$ cat src/csl_pkg.sv
// shared types and constants of the c subset lexer
package csl_pkg;

  localparam int unsigned KindW  = 2;
  localparam int unsigned PunctW = 6;
  localparam int unsigned OutW   = 32;

  localparam logic [KindW-1:0] K_IDENT = 2'd0;
  localparam logic [KindW-1:0] K_INT   = 2'd1;
  localparam logic [KindW-1:0] K_PUNCT = 2'd2;
  localparam logic [KindW-1:0] K_EOF   = 2'd3;

  localparam logic [PunctW-1:0] P_NONE  = 6'd63;
  localparam logic [PunctW-1:0] P_ERROR = 6'd45;

  typedef enum logic [4:0] {
    M_IDLE, M_IDENT, M_DEC, M_ZERO, M_OCT, M_HEX,
    M_PLUS, M_MINUS, M_STAR, M_SLASH, M_EQ, M_PCT, M_AMP, M_BAR,
    M_LT, M_LT2, M_GT, M_GT2, M_EXCL, M_CARET,
    M_LINE, M_BLOCK, M_BLOCK_STAR
  } mode_t;

  typedef struct packed {
    logic        eoi;
    logic [7:0]  ch;
    logic        alpha;
    logic        digit;
    logic        octal;
    logic        hexd;
    logic [3:0]  dval;
    logic        ws;
    logic [PunctW-1:0] single;
  } cls_item_t;

  typedef struct packed {
    logic [KindW-1:0]  kind;
    logic [7:0]        ch;
    logic              last;
    logic [PunctW-1:0] punct;
    logic [OutW-1:0]   value;
  } tok_t;

  function automatic logic [PunctW-1:0] single_code(input logic [7:0] c);
    logic [PunctW-1:0] r;
    r = P_NONE;
    case (c)
      8'h5b: r = 6'd0;
      8'h5d: r = 6'd1;
      8'h28: r = 6'd2;
      8'h29: r = 6'd3;
      8'h7b: r = 6'd4;
      8'h7d: r = 6'd5;
      8'h7e: r = 6'd6;
      8'h2c: r = 6'd7;
      8'h2e: r = 6'd8;
      8'h3b: r = 6'd9;
      8'h3f: r = 6'd10;
      8'h3a: r = 6'd11;
      default: r = P_NONE;
    endcase
    return r;
  endfunction

  function automatic logic [PunctW-1:0] lone_code(input mode_t m);
    logic [PunctW-1:0] r;
    r = P_NONE;
    case (m)
      M_PLUS:  r = 6'd14;
      M_MINUS: r = 6'd18;
      M_STAR:  r = 6'd20;
      M_SLASH: r = 6'd22;
      M_EQ:    r = 6'd24;
      M_PCT:   r = 6'd26;
      M_AMP:   r = 6'd29;
      M_BAR:   r = 6'd32;
      M_LT:    r = 6'd36;
      M_LT2:   r = 6'd34;
      M_GT:    r = 6'd40;
      M_GT2:   r = 6'd38;
      M_EXCL:  r = 6'd42;
      M_CARET: r = 6'd44;
      default: r = P_NONE;
    endcase
    return r;
  endfunction

  function automatic logic [PunctW-1:0] pair_code(input mode_t m, input logic [7:0] c);
    logic [PunctW-1:0] r;
    logic eq;
    eq = (c == 8'h3d);
    r  = P_NONE;
    case (m)
      M_PLUS:  r = (c == 8'h2b) ? 6'd12 : eq ? 6'd13 : P_NONE;
      M_MINUS: r = (c == 8'h2d) ? 6'd15 : eq ? 6'd16 : (c == 8'h3e) ? 6'd17 : P_NONE;
      M_STAR:  r = eq ? 6'd19 : P_NONE;
      M_SLASH: r = eq ? 6'd21 : P_NONE;
      M_EQ:    r = eq ? 6'd23 : P_NONE;
      M_PCT:   r = eq ? 6'd25 : P_NONE;
      M_AMP:   r = (c == 8'h26) ? 6'd27 : eq ? 6'd28 : P_NONE;
      M_BAR:   r = (c == 8'h7c) ? 6'd30 : eq ? 6'd31 : P_NONE;
      M_LT:    r = eq ? 6'd35 : P_NONE;
      M_LT2:   r = eq ? 6'd33 : P_NONE;
      M_GT:    r = eq ? 6'd39 : P_NONE;
      M_GT2:   r = eq ? 6'd37 : P_NONE;
      M_EXCL:  r = eq ? 6'd41 : P_NONE;
      M_CARET: r = eq ? 6'd43 : P_NONE;
      default: r = P_NONE;
    endcase
    return r;
  endfunction

  function automatic mode_t op_mode(input logic [7:0] c);
    mode_t r;
    r = M_IDLE;
    case (c)
      8'h2b: r = M_PLUS;
      8'h2d: r = M_MINUS;
      8'h2a: r = M_STAR;
      8'h2f: r = M_SLASH;
      8'h3d: r = M_EQ;
      8'h25: r = M_PCT;
      8'h26: r = M_AMP;
      8'h7c: r = M_BAR;
      8'h3c: r = M_LT;
      8'h3e: r = M_GT;
      8'h21: r = M_EXCL;
      8'h5e: r = M_CARET;
      default: r = M_IDLE;
    endcase
    return r;
  endfunction

endpackage

$ cat src/csl_if.sv
// valid/ready channel interfaces of the lexer
interface csl_char_if;
  logic       valid;
  logic       ready;
  logic [7:0] char_code;
  logic       end_of_input;
  modport source (output valid, char_code, end_of_input, input ready);
  modport sink (input valid, char_code, end_of_input, output ready);
endinterface

interface csl_tok_if;
  logic        valid;
  logic        ready;
  logic [1:0]  token_kind;
  logic [7:0]  ident_char;
  logic        ident_last;
  logic [5:0]  punct_code;
  logic [31:0] int_value;
  modport source (output valid, token_kind, ident_char, ident_last, punct_code, int_value,
                  input ready);
  modport sink (input valid, token_kind, ident_char, ident_last, punct_code, int_value,
                output ready);
endinterface

$ cat src/csl_front.sv
// front part: character classification into a two-entry queue
module csl_front
  import csl_pkg::*;
(
  input  logic      clk,
  input  logic      rst,
  csl_char_if.sink  in_ch,
  output logic      q_valid,
  input  logic      q_ready,
  output cls_item_t q_item
);

  cls_item_t  mem [2];
  logic       wp, rp;
  logic [1:0] cnt;
  cls_item_t  cur;
  logic [7:0] c;
  logic       push, pop;

  always_comb begin
    c          = in_ch.char_code;
    cur.eoi    = in_ch.end_of_input;
    cur.ch     = c;
    cur.alpha  = (c >= 8'h61 && c <= 8'h7a) || (c >= 8'h41 && c <= 8'h5a) || c == 8'h5f;
    cur.digit  = c >= 8'h30 && c <= 8'h39;
    cur.octal  = c >= 8'h30 && c <= 8'h37;
    cur.hexd   = cur.digit || (c >= 8'h61 && c <= 8'h66) || (c >= 8'h41 && c <= 8'h46);
    cur.dval   = cur.digit ? c[3:0] : 4'(c[3:0] + 4'd9);
    cur.ws     = c == 8'h20 || c == 8'h09 || c == 8'h0a;
    cur.single = single_code(c);
  end

  assign in_ch.ready = cnt != 2'd2;
  assign push        = in_ch.valid && in_ch.ready;
  assign q_valid     = cnt != 2'd0;
  assign pop         = q_valid && q_ready;
  assign q_item      = mem[rp];

  always_ff @(posedge clk) begin
    if (push) begin
      mem[wp] <= cur;
    end
    if (rst) begin
      wp  <= 1'b0;
      rp  <= 1'b0;
      cnt <= 2'd0;
    end else begin
      if (push) wp <= ~wp;
      if (pop) rp <= ~rp;
      cnt <= 2'(cnt + {1'b0, push} - {1'b0, pop});
    end
  end

  assert property (@(posedge clk) disable iff (rst) cnt <= 2'd2)
    else $error("queue count overflow");
  assert property (@(posedge clk) disable iff (rst) (cnt == 2'd2) |-> !in_ch.ready)
    else $error("full queue accepts");
  assert property (@(posedge clk) disable iff (rst) (push && !pop) |=> cnt != 2'd0)
    else $error("push lost");

endmodule

$ cat src/csl_back.sv
// back part: lexer state machine with output register and second-token hold
module csl_back
  import csl_pkg::*;
#(
  parameter int unsigned VALUE_WIDTH = 32
)(
  input  logic      clk,
  input  logic      rst,
  input  logic      q_valid,
  output logic      q_ready,
  input  cls_item_t q_item,
  csl_tok_if.source out_tok
);

  mode_t                  mode, mode_next;
  logic [7:0]             held, held_next;
  logic [VALUE_WIDTH-1:0] num, num_next;
  tok_t                   t0, t1;
  logic                   n0, n1;
  logic                   ov;
  tok_t                   ot;
  logic                   pv;
  tok_t                   pt;
  logic                   take;
  logic                   flush, restart;
  mode_t                  m;
  logic [PunctW-1:0]      pc;
  logic [VALUE_WIDTH-1:0] mul;

  function automatic tok_t mk(input logic [KindW-1:0] k, input logic [7:0] ch,
                              input logic l, input logic [PunctW-1:0] p,
                              input logic [OutW-1:0] v);
    tok_t r;
    r.kind  = k;
    r.ch    = ch;
    r.last  = l;
    r.punct = p;
    r.value = v;
    return r;
  endfunction

  function automatic logic [OutW-1:0] fit(input logic [VALUE_WIDTH-1:0] v);
    logic [OutW+VALUE_WIDTH-1:0] x;
    x = {{OutW{1'b0}}, v};
    return x[OutW-1:0];
  endfunction

  assign q_ready = !pv && (!ov || out_tok.ready);
  assign take    = q_valid && q_ready;

  always_comb begin
    mode_next = mode;
    held_next = held;
    num_next  = num;
    t0 = mk(K_IDENT, 8'd0, 1'b0, 6'd0, '0);
    t1 = t0;
    n0 = 1'b0;
    n1 = 1'b0;
    flush   = 1'b0;
    restart = 1'b0;
    m   = mode;
    pc  = pair_code(mode, q_item.ch);
    mul = '0;
    if (q_item.eoi) begin
      flush = 1'b1;
    end else begin
      unique case (mode)
        M_IDLE: restart = 1'b1;
        M_IDENT: begin
          if (q_item.alpha || q_item.digit) begin
            n0 = 1'b1;
            t0 = mk(K_IDENT, held, 1'b0, 6'd0, '0);
            held_next = q_item.ch;
          end else begin
            flush = 1'b1; restart = 1'b1;
          end
        end
        M_DEC: begin
          if (q_item.digit) begin
            mul = VALUE_WIDTH'((num << 3) + (num << 1));
            num_next = VALUE_WIDTH'(mul + VALUE_WIDTH'(q_item.dval));
          end else begin
            flush = 1'b1; restart = 1'b1;
          end
        end
        M_ZERO: begin
          if (q_item.ch == 8'h78 || q_item.ch == 8'h58) begin
            mode_next = M_HEX;
          end else if (q_item.octal) begin
            mode_next = M_OCT;
            num_next  = VALUE_WIDTH'(q_item.dval);
          end else begin
            flush = 1'b1; restart = 1'b1;
          end
        end
        M_OCT: begin
          if (q_item.octal) begin
            num_next = VALUE_WIDTH'({num, 3'b000} | VALUE_WIDTH'(q_item.dval));
          end else begin
            flush = 1'b1; restart = 1'b1;
          end
        end
        M_HEX: begin
          if (q_item.hexd) begin
            num_next = VALUE_WIDTH'({num, 4'b0000} | VALUE_WIDTH'(q_item.dval));
          end else begin
            flush = 1'b1; restart = 1'b1;
          end
        end
        M_LINE: if (q_item.ch == 8'h0a) mode_next = M_IDLE;
        M_BLOCK: if (q_item.ch == 8'h2a) mode_next = M_BLOCK_STAR;
        M_BLOCK_STAR: begin
          mode_next = (q_item.ch == 8'h2f) ? M_IDLE :
                      (q_item.ch == 8'h2a) ? M_BLOCK_STAR : M_BLOCK;
        end
        default: begin
          if (mode == M_SLASH && q_item.ch == 8'h2f) mode_next = M_LINE;
          else if (mode == M_SLASH && q_item.ch == 8'h2a) mode_next = M_BLOCK;
          else if (mode == M_LT && q_item.ch == 8'h3c) mode_next = M_LT2;
          else if (mode == M_GT && q_item.ch == 8'h3e) mode_next = M_GT2;
          else if (pc != P_NONE) begin
            mode_next = M_IDLE;
            n0 = 1'b1;
            t0 = mk(K_PUNCT, 8'd0, 1'b0, pc, '0);
          end else begin
            flush = 1'b1; restart = 1'b1;
          end
        end
      endcase
    end
    if (flush) begin
      if (m == M_IDENT) begin
        n0 = 1'b1; t0 = mk(K_IDENT, held, 1'b1, 6'd0, '0);
      end else if (m == M_DEC || m == M_ZERO || m == M_OCT || m == M_HEX) begin
        n0 = 1'b1; t0 = mk(K_INT, 8'd0, 1'b0, 6'd0, fit(num));
      end else if (lone_code(m) != P_NONE) begin
        n0 = 1'b1; t0 = mk(K_PUNCT, 8'd0, 1'b0, lone_code(m), '0);
      end
      mode_next = M_IDLE;
      num_next  = '0;
      if (q_item.eoi) begin
        n1 = 1'b1; t1 = mk(K_EOF, 8'd0, 1'b0, 6'd0, '0);
      end
    end
    if (restart) begin
      if (q_item.ws) begin
      end else if (q_item.alpha) begin
        mode_next = M_IDENT; held_next = q_item.ch;
      end else if (q_item.digit) begin
        mode_next = (q_item.ch == 8'h30) ? M_ZERO : M_DEC;
        num_next  = VALUE_WIDTH'(q_item.dval);
      end else if (q_item.single != P_NONE) begin
        n1 = 1'b1; t1 = mk(K_PUNCT, 8'd0, 1'b0, q_item.single, '0);
      end else if (op_mode(q_item.ch) != M_IDLE) begin
        mode_next = op_mode(q_item.ch);
      end else begin
        n1 = 1'b1; t1 = mk(K_PUNCT, 8'd0, 1'b0, P_ERROR, '0);
      end
    end
  end

  always_ff @(posedge clk) begin
    if (rst) begin
      mode <= M_IDLE;
      held <= 8'd0;
      num  <= '0;
      ov   <= 1'b0;
      pv   <= 1'b0;
    end else begin
      if (take) begin
        mode <= mode_next;
        held <= held_next;
        num  <= num_next;
      end
      if (pv && (!ov || out_tok.ready)) begin
        ov <= 1'b1;
        ot <= pt;
        pv <= 1'b0;
      end else if (take && (n0 || n1)) begin
        ov <= 1'b1;
        ot <= n0 ? t0 : t1;
        if (n0 && n1) begin
          pv <= 1'b1;
          pt <= t1;
        end
      end else if (ov && out_tok.ready) begin
        ov <= 1'b0;
      end
    end
  end

  assign out_tok.valid      = ov;
  assign out_tok.token_kind = ot.kind;
  assign out_tok.ident_char = ot.ch;
  assign out_tok.ident_last = ot.last;
  assign out_tok.punct_code = ot.punct;
  assign out_tok.int_value  = ot.value;

  assert property (@(posedge clk) disable iff (rst) pv |-> ov)
    else $error("held token without output");
  assert property (@(posedge clk) disable iff (rst) pv |-> !q_ready)
    else $error("accept while holding second token");
  assert property (@(posedge clk) disable iff (rst)
    (take && q_item.eoi) |=> (mode == M_IDLE))
    else $error("not idle after end of input");

endmodule

$ cat src/c_subset_lexer_unit.sv
// top level of the c subset lexer
// a character passes through a queue entry and then the output register before its token leaves
// throughput: one character per cycle while out_tok is ready; a character that yields two tokens
// holds intake until the second token has moved into the output register
// reset: synchronous rst returns the lexer to idle and empties queue and output
module c_subset_lexer_unit
  import csl_pkg::*;
#(
  parameter int unsigned VALUE_WIDTH = 32
)(
  input logic       clk,
  input logic       rst,
  csl_char_if.sink  in_ch,
  csl_tok_if.source out_tok
);

  logic      q_valid, q_ready;
  cls_item_t q_item;

  csl_front u_front (
    .clk, .rst, .in_ch, .q_valid, .q_ready, .q_item
  );

  csl_back #(.VALUE_WIDTH(VALUE_WIDTH)) u_back (
    .clk, .rst, .q_valid, .q_ready, .q_item, .out_tok
  );

endmodule
$ cat src/flat_wrapper.sv
// flat-port wrapper written by rule: the top's interface ports become plain ports
module c_subset_lexer_unit_flat import csl_pkg::*;
#(
  parameter int unsigned VALUE_WIDTH = 32
)
  (clk, rst, in_ch_valid, in_ch_char_code, in_ch_end_of_input, in_ch_ready, out_tok_valid, out_tok_token_kind, out_tok_ident_char, out_tok_ident_last, out_tok_punct_code, out_tok_int_value, out_tok_ready);
  csl_char_if in_ch_i ();
  csl_tok_if out_tok_i ();
  input logic clk;
  input logic rst;
  input wire logic [$bits(in_ch_i.valid)-1:0] in_ch_valid;
  input wire logic [$bits(in_ch_i.char_code)-1:0] in_ch_char_code;
  input wire logic [$bits(in_ch_i.end_of_input)-1:0] in_ch_end_of_input;
  output wire logic [$bits(in_ch_i.ready)-1:0] in_ch_ready;
  output wire logic [$bits(out_tok_i.valid)-1:0] out_tok_valid;
  output wire logic [$bits(out_tok_i.token_kind)-1:0] out_tok_token_kind;
  output wire logic [$bits(out_tok_i.ident_char)-1:0] out_tok_ident_char;
  output wire logic [$bits(out_tok_i.ident_last)-1:0] out_tok_ident_last;
  output wire logic [$bits(out_tok_i.punct_code)-1:0] out_tok_punct_code;
  output wire logic [$bits(out_tok_i.int_value)-1:0] out_tok_int_value;
  input wire logic [$bits(out_tok_i.ready)-1:0] out_tok_ready;
  assign in_ch_i.valid = in_ch_valid;
  assign in_ch_i.char_code = in_ch_char_code;
  assign in_ch_i.end_of_input = in_ch_end_of_input;
  assign in_ch_ready = in_ch_i.ready;
  assign out_tok_valid = out_tok_i.valid;
  assign out_tok_token_kind = out_tok_i.token_kind;
  assign out_tok_ident_char = out_tok_i.ident_char;
  assign out_tok_ident_last = out_tok_i.ident_last;
  assign out_tok_punct_code = out_tok_i.punct_code;
  assign out_tok_int_value = out_tok_i.int_value;
  assign out_tok_i.ready = out_tok_ready;
  c_subset_lexer_unit #(.VALUE_WIDTH(VALUE_WIDTH)) u_core (.clk(clk), .rst(rst), .in_ch(in_ch_i), .out_tok(out_tok_i));
endmodule
$ cat config.mk
export PLATFORM = sky130hd
export DESIGN_NAME = c_subset_lexer_unit_flat
export DESIGN_NICKNAME = d
export VERILOG_FILES = /design/src/csl_pkg.sv /design/src/csl_if.sv /design/src/csl_front.sv /design/src/csl_back.sv /design/src/c_subset_lexer_unit.sv /design/src/flat_wrapper.sv
export SDC_FILE = /design/constraint.sdc
export NUM_CORES = 1
export LEC_CHECK = 0
export ABC_AREA = 1
export BUFFER_PORTS_ARGS = -buffer_cell sky130_fd_sc_hd__buf_2
export CORE_UTILIZATION = 35
export DETAILED_ROUTE_END_ITERATION = 10
export GPL_TIMING_DRIVEN = 0
export PLACE_DENSITY = 0.59
export SLEW_MARGIN = 40
export SYNTH_ARGS = -nofsm -noshare
export SYNTH_HDL_FRONTEND = slang
export SYNTH_SLANG_ARGS = --single-unit
$ cat constraint.sdc
create_clock -name clk -period 12.8 [get_ports clk]
set_clock_uncertainty 0.2 [all_clocks]
set_input_delay 0.64 -clock clk [delete_from_list [all_inputs] [get_ports clk]]
set_output_delay 0.64 -clock clk [all_outputs]
set_load 0.01 [all_outputs]
* Word-level counts from Yosys, hierarchy flattened
Memories as Yosys holds them, arrays and structs flattened. A register that Yosys moved wholly into a read port is not among the register bits.
Index checks and enable logic that the tools add are counted.
** Word-level totals
- Bits in registers :: 149
- Latch bits :: 0
- Bits in writable memories :: 48
- Bits in read-only memories :: 384
- Output and inout port bits :: 51
- Logic and storage cells :: 282
- Memories :: 3
** Memories
- (name not given) :: words 32, bits a word 6, rd ports 1, clocked after memory_dff 1, write ports 0, line csl_pkg.sv:67 : case (m)
- (name not given) :: words 32, bits a word 6, rd ports 1, clocked after memory_dff 1, write ports 0, line csl_pkg.sv:67
- u_core.u_front.mem :: words 2, bits a word 24, rd ports 1, clocked after memory_dff 1, write ports 1, line csl_front.sv:13 : cls_item_t mem [2];
** Cells by class
- Add/subtract/negate cells :: 5
- $mul :: 0
- Div/mod/pow operators :: 0
- Order comparisons :: 9
- Equal/unequal tests :: 58
- Shift operators :: 0
- Multiplexer cells :: 138
- Bitwise logic cells :: 6
- Reduce and logical (&&, ||, !) cells :: 45
** Operator list (number)
- 49-bit two-way mux :: 21
- 32-bit two-way mux :: 11
- 5-bit two-way mux :: 33
- 8-bit by 6-bit == test with 1-bit output, second input constant :: 19
- 32-bit one-hot mux with 4 select lines :: 1
- 49-bit one-hot mux with 2 select lines :: 1
- 6-bit two-way mux :: 16
- 6-bit one-hot mux with 14 select lines :: 1
- 8-bit by 7-bit == test with 1-bit output, second input constant :: 10
- 6-bit one-hot mux with 12 select lines :: 1
- 32-bit by 4-bit bitwise OR with 32-bit output :: 2
- 5-bit one-hot mux with 12 select lines :: 1
- 8-bit two-way mux :: 6
- 47-bit two-way mux :: 1
- 5-bit by 4-bit == test with 1-bit output, second input constant :: 8
- 1-bit two-way mux :: 39
- 5-bit == test, second input constant :: 7
- 32-bit adder :: 1
- 32-bit by 4-bit adder with 32-bit output :: 1
- 8-bit by 7-bit <= comparator with 1-bit output, second input constant :: 4
- 5-bit one-hot mux with 5 select lines :: 1
- 8-bit by 4-bit == test with 1-bit output, second input constant :: 3
- 5-bit by 3-bit == test with 1-bit output, second input constant :: 4
- 6-bit != test, second input constant :: 3
- 29 further kinds :: 66

* Depth between registers and ports, before layout
- Depth after elaboration :: 25
- Gate-level depth with buffers :: 30

* Cells and area by module
From an unflattened synthesis, not the netlist that was laid out.
** Second synthesis, totals
- Cell total of the unflattened synthesis :: 1505
- Area total of the unflattened synthesis :: 11472.3 um^2
** By module, submodules not included
- csl_back :: instances 1, cells each 1279, area each 8978.6 um^2
- csl_front :: instances 1, cells each 226, area each 2493.6 um^2

* Worst setup path before layout
Ideal clock, no wire load.
- Kind :: reg2reg
- From :: register with a tool-made name
- To :: register u_core.u_back.ot (netlist bit u_core.u_back.out_tok.ident_char[0]) (enable)
- Arrival :: 4.651 ns
- Path slack :: 7.477 ns
- Cell stages (with the launch flop) :: 21
- Buffers on the path :: 2
- Cell sequence :: dfxtp_1 -> inv_2 -> buf_6 -> nand2_1 -> nand2_1 -> nand2_1 -> nor2_4 -> nand2_4 -> nand2_2 -> nand2_1 -> nor2_2 -> nand3_4 -> nand2_4 -> inv_2 -> nor4_4 -> nor2_1 -> and2_1 -> buf_6 -> nand3_1 -> nand2_1 -> a21oi_1
** RTL lines
- to (signal assigned) :: line csl_back.sv:177 : ot <= pt;
- to (signal assigned) :: line csl_back.sv:181 : ot <= n0 ? t0 : t1;
- to (decl) :: line csl_back.sv:21 : tok_t ot;

==> impl_results.md <==
- Worst Path Required: between 10000 and 15000 ps
- Worst Setup End Kind: flip-flop
- Antenna-violating nets left: 0
- Max VDD drop: between 0.0001 and 0.00015 V
- Leading register cell type out of synthesis: edfxtp_1
- Die footprint: 32900 µm²
- Post-synthesis average cell area: 7.64 µm²
- Crit path max fanout: 10
- Vias in the first global route: 9884
- Period utilization: 36.0%
- # diodes: 0
- Ys Warns: 0
- Num CTS Buffers: 17
- Critical Path AT: about 4800 ps
- Synth-to-Final Area Change: 13.5%
- Initial DRC count: between 800 and 900
- Max Cap Violations: 0
- Synth Register Bits: 161
- CTS tree: done
- Drc violations: 0
- Die W: between 150 and 200 µm
- RSZ-0062 raised after global routing: no
- First-pass GRT wire length: about 53000 µm
- Top cells by count, synth: nand2_1, inv_1, nor2_1
- Flop2flop setup slack: 8190 ps
- Final min period: between 4000 and 5000 ps
- Post-CTS Hold Fix Bufs: 0
- Max Clk Rate: about 220 MHz
- Hold Startpoint: in_ch_end_of_input
- Slew HR: between 40% and 50%
- Cell variety after synth: 66
- Cell area after synthesis: between 10000 and 15000 µm²
- Die H: 181 µm
- Worst-Margin Slew: around 750 ps
- Seq/Total Area, Yosys: 37.8%
- Routed Wire Length: 33100 µm
- Syn Nets: 1559
- Leak: 5.46 nW
- Hold Path Class: primary input to flip-flop
- Layout cells sized above 1: ~13%
- FFs w/ async S/R, synth: 0%
- Status: finished clean
- Clk buf depth: 2
- Vias post-DR: 10400
- Min Hold Slack: 197 ps
- Core Region: 31600 µm²
- Post-cts resize count: 0
- Vias per inst: ~5.3
- Post-CTS Setup Bufs: 0
- Worst setup path class: flip-flop to flip-flop
- Reg-to-reg critical path endpoint: u_core.u_back.num[30]
- Starting Density: 35.6%
- Post-synth EDFFs: 103
- Count leader, synth: nand2_1
- Later-pin clock latency in the skew report: ~440 ps
- H-tree levels: 4
- Yosys top cell by area: edfxtp_1
- Synth top area cells: edfxtp_1, nand2_1, dfxtp_1, ha_1, inv_1
- Syn Inst Count: 1474
- Routed len/inst: ~17 µm
- Largest net degree at the start of global routing: 20
- Cell Pwr Density: 207 nW/µm²
- Clock-pin slew on the worst setup and hold paths: 70 ps
- Root buffer cell: clkbuf_16
- GPL Wtd Cong: 0.981
- Cell row count: 65
- Final Max Slew Viols: 0
- Final setup TNS: 0 ps
- Total track usage: 20.4%
- Reg2reg path depth: 23
- Worst setup endpoint: u_core.u_back.num[30]
- GRT overflow: 0
- Initial antenna violation count: 0
- Top-area cell type share of the netlist area: 27.5%
- Final hold viol count: 0
- Port bufs: a little over 60
- Critical Path Source Type: flip-flop
- Finish-stage setup viols: 0
- First-pass DRT Iterations: 5
- Dpl hpwl: about 26000 µm
- Clock sinks: 161
- Nets: 1644
- # IOs: 64
==> cells in the final DEF, fill, tap and decap left out, types with 8 or more instances in the layout <==
cell / count
inv_1: 175
dfxtp_1: 58
o221ai_1: 10
buf_2: 68
edfxtp_1: 103
nand4_1: 11
ha_1: 70
inv_2: 13
o21ai_0: 73
o22ai_1: 24
nand2_1: 318
clkbuf_16: 17
nor3_1: 24
or2_2: 8
o211ai_1: 39
nand2_2: 19
clkbuf_1: 24
o21ai_1: 8
nand3_1: 69
a21oi_1: 129
o211ai_2: 9
nor2_1: 154
==> state kept, by name (all words and copies together) (netlist names), 5 cells and up, named ones only <==
name / flops
u_core.u_back.num: 32
u_core.u_back.m: 5
u_core.u_back.held: 8
u_core.u_back.out_tok.punct_code: 6
u_core.u_front.mem: 46
u_core.u_back.out_tok.int_value: 32
u_core.u_back.out_tok.ident_char: 8
u_core.u_back.pt: 8
==> logic make-up after synthesis <==
logic type,after synthesis,share of synthesized area [%]
xor gates and xnor gates,8,0.623
buffers and inverters,232,8.28
AOI/OAI and AO/OA,344,18.7
DFF,161,37.8
adders and majority gates,72,8.14
and+or+nand+nor,654,26.2
muxes,3,0.267
==> metrics by stage <==
| stage | util, % | setup WS (ps) | cells | power [mW] | instance area, µm² |
|---|---|---|---|---|---|
| final | 40.4 | 8190 | 1974 | 2.64 | 12800 |
| after CTS | 40.4 | 8200 | 1974 | 2.64 | 12800 |
| after global placement | 38.1 | 5830 | 1938 | 2.10 | 12100 |
| after detailed placement | 38.5 | 8250 | 1942 | 2.12 | 12200 |
| after floorplan | - | 7480 | 1474 | 1.71 | 11300 |
| after global routing | 40.4 | 7790 | 1974 | 2.83 | 12800 |
==> layout make-up <==
| cell class | count | area, µm² |
|---|---|---|
| inverter | 191 | 722 |
| multi-input combinational | 1081 | 6100 |
| clock inverter | 15 | 164 |
| timing repair buffer | 66 | 395 |
| fill | 3239 | 18900 |
| clock buffer | 17 | 425 |
| sequential | 161 | 4250 |
| tap | 402 | 503 |
| buffer | 41 | 210 |
==> layer usage <==
layer | track usage [%] | routed length [µm] | vias to the layer above
li1 | - | - | 5235
met4 | 7.86 | 1010 | 0
met5 | 0 | 0 | -
met1 | 28.8 | 16100 | 4766
met2 | 31.5 | 14200 | 368
met3 | 2.62 | 1790 | 70
==> worst min path at each step <==
stage / endpoint / depth (start not counted)
after floorplan: flip-flop / 1
after global placement: u_core.u_front.rp / 1
after detailed placement: flip-flop / 1
after CTS: u_core.u_front.mem[0][23] / 1
after global routing: u_core.u_front.mem[0][23] / 1
final: u_core.u_front.mem[0][23] / 1
==> power breakdown <==
part	internal, mW	switching, mW
clock network	0.263	0.254
registers	0.715	0.0591
logic	0.414	0.936
==> worst max-delay path, stage by stage, from the launching register on <==
cell and delay [ps]:
dfxtp_1 420, inv_2 110, buf_6 160, buf_6 140
nand2_1 50, nand2_1 130, fa_1 590, inv_1 60
fa_1 440, inv_1 80, a21oi_1 60, o21ai_0 550
nand3_1 140, nand3_1 230, nand2_1 80, o211ai_1 150
a21boi_0 180, nor2_1 150, o21ai_0 130, nand3_1 100
nand3_1 90, nand2_1 100, nand3_1 60, a21oi_1 120
No activity file was read; power rests on OpenSTA's default activity.
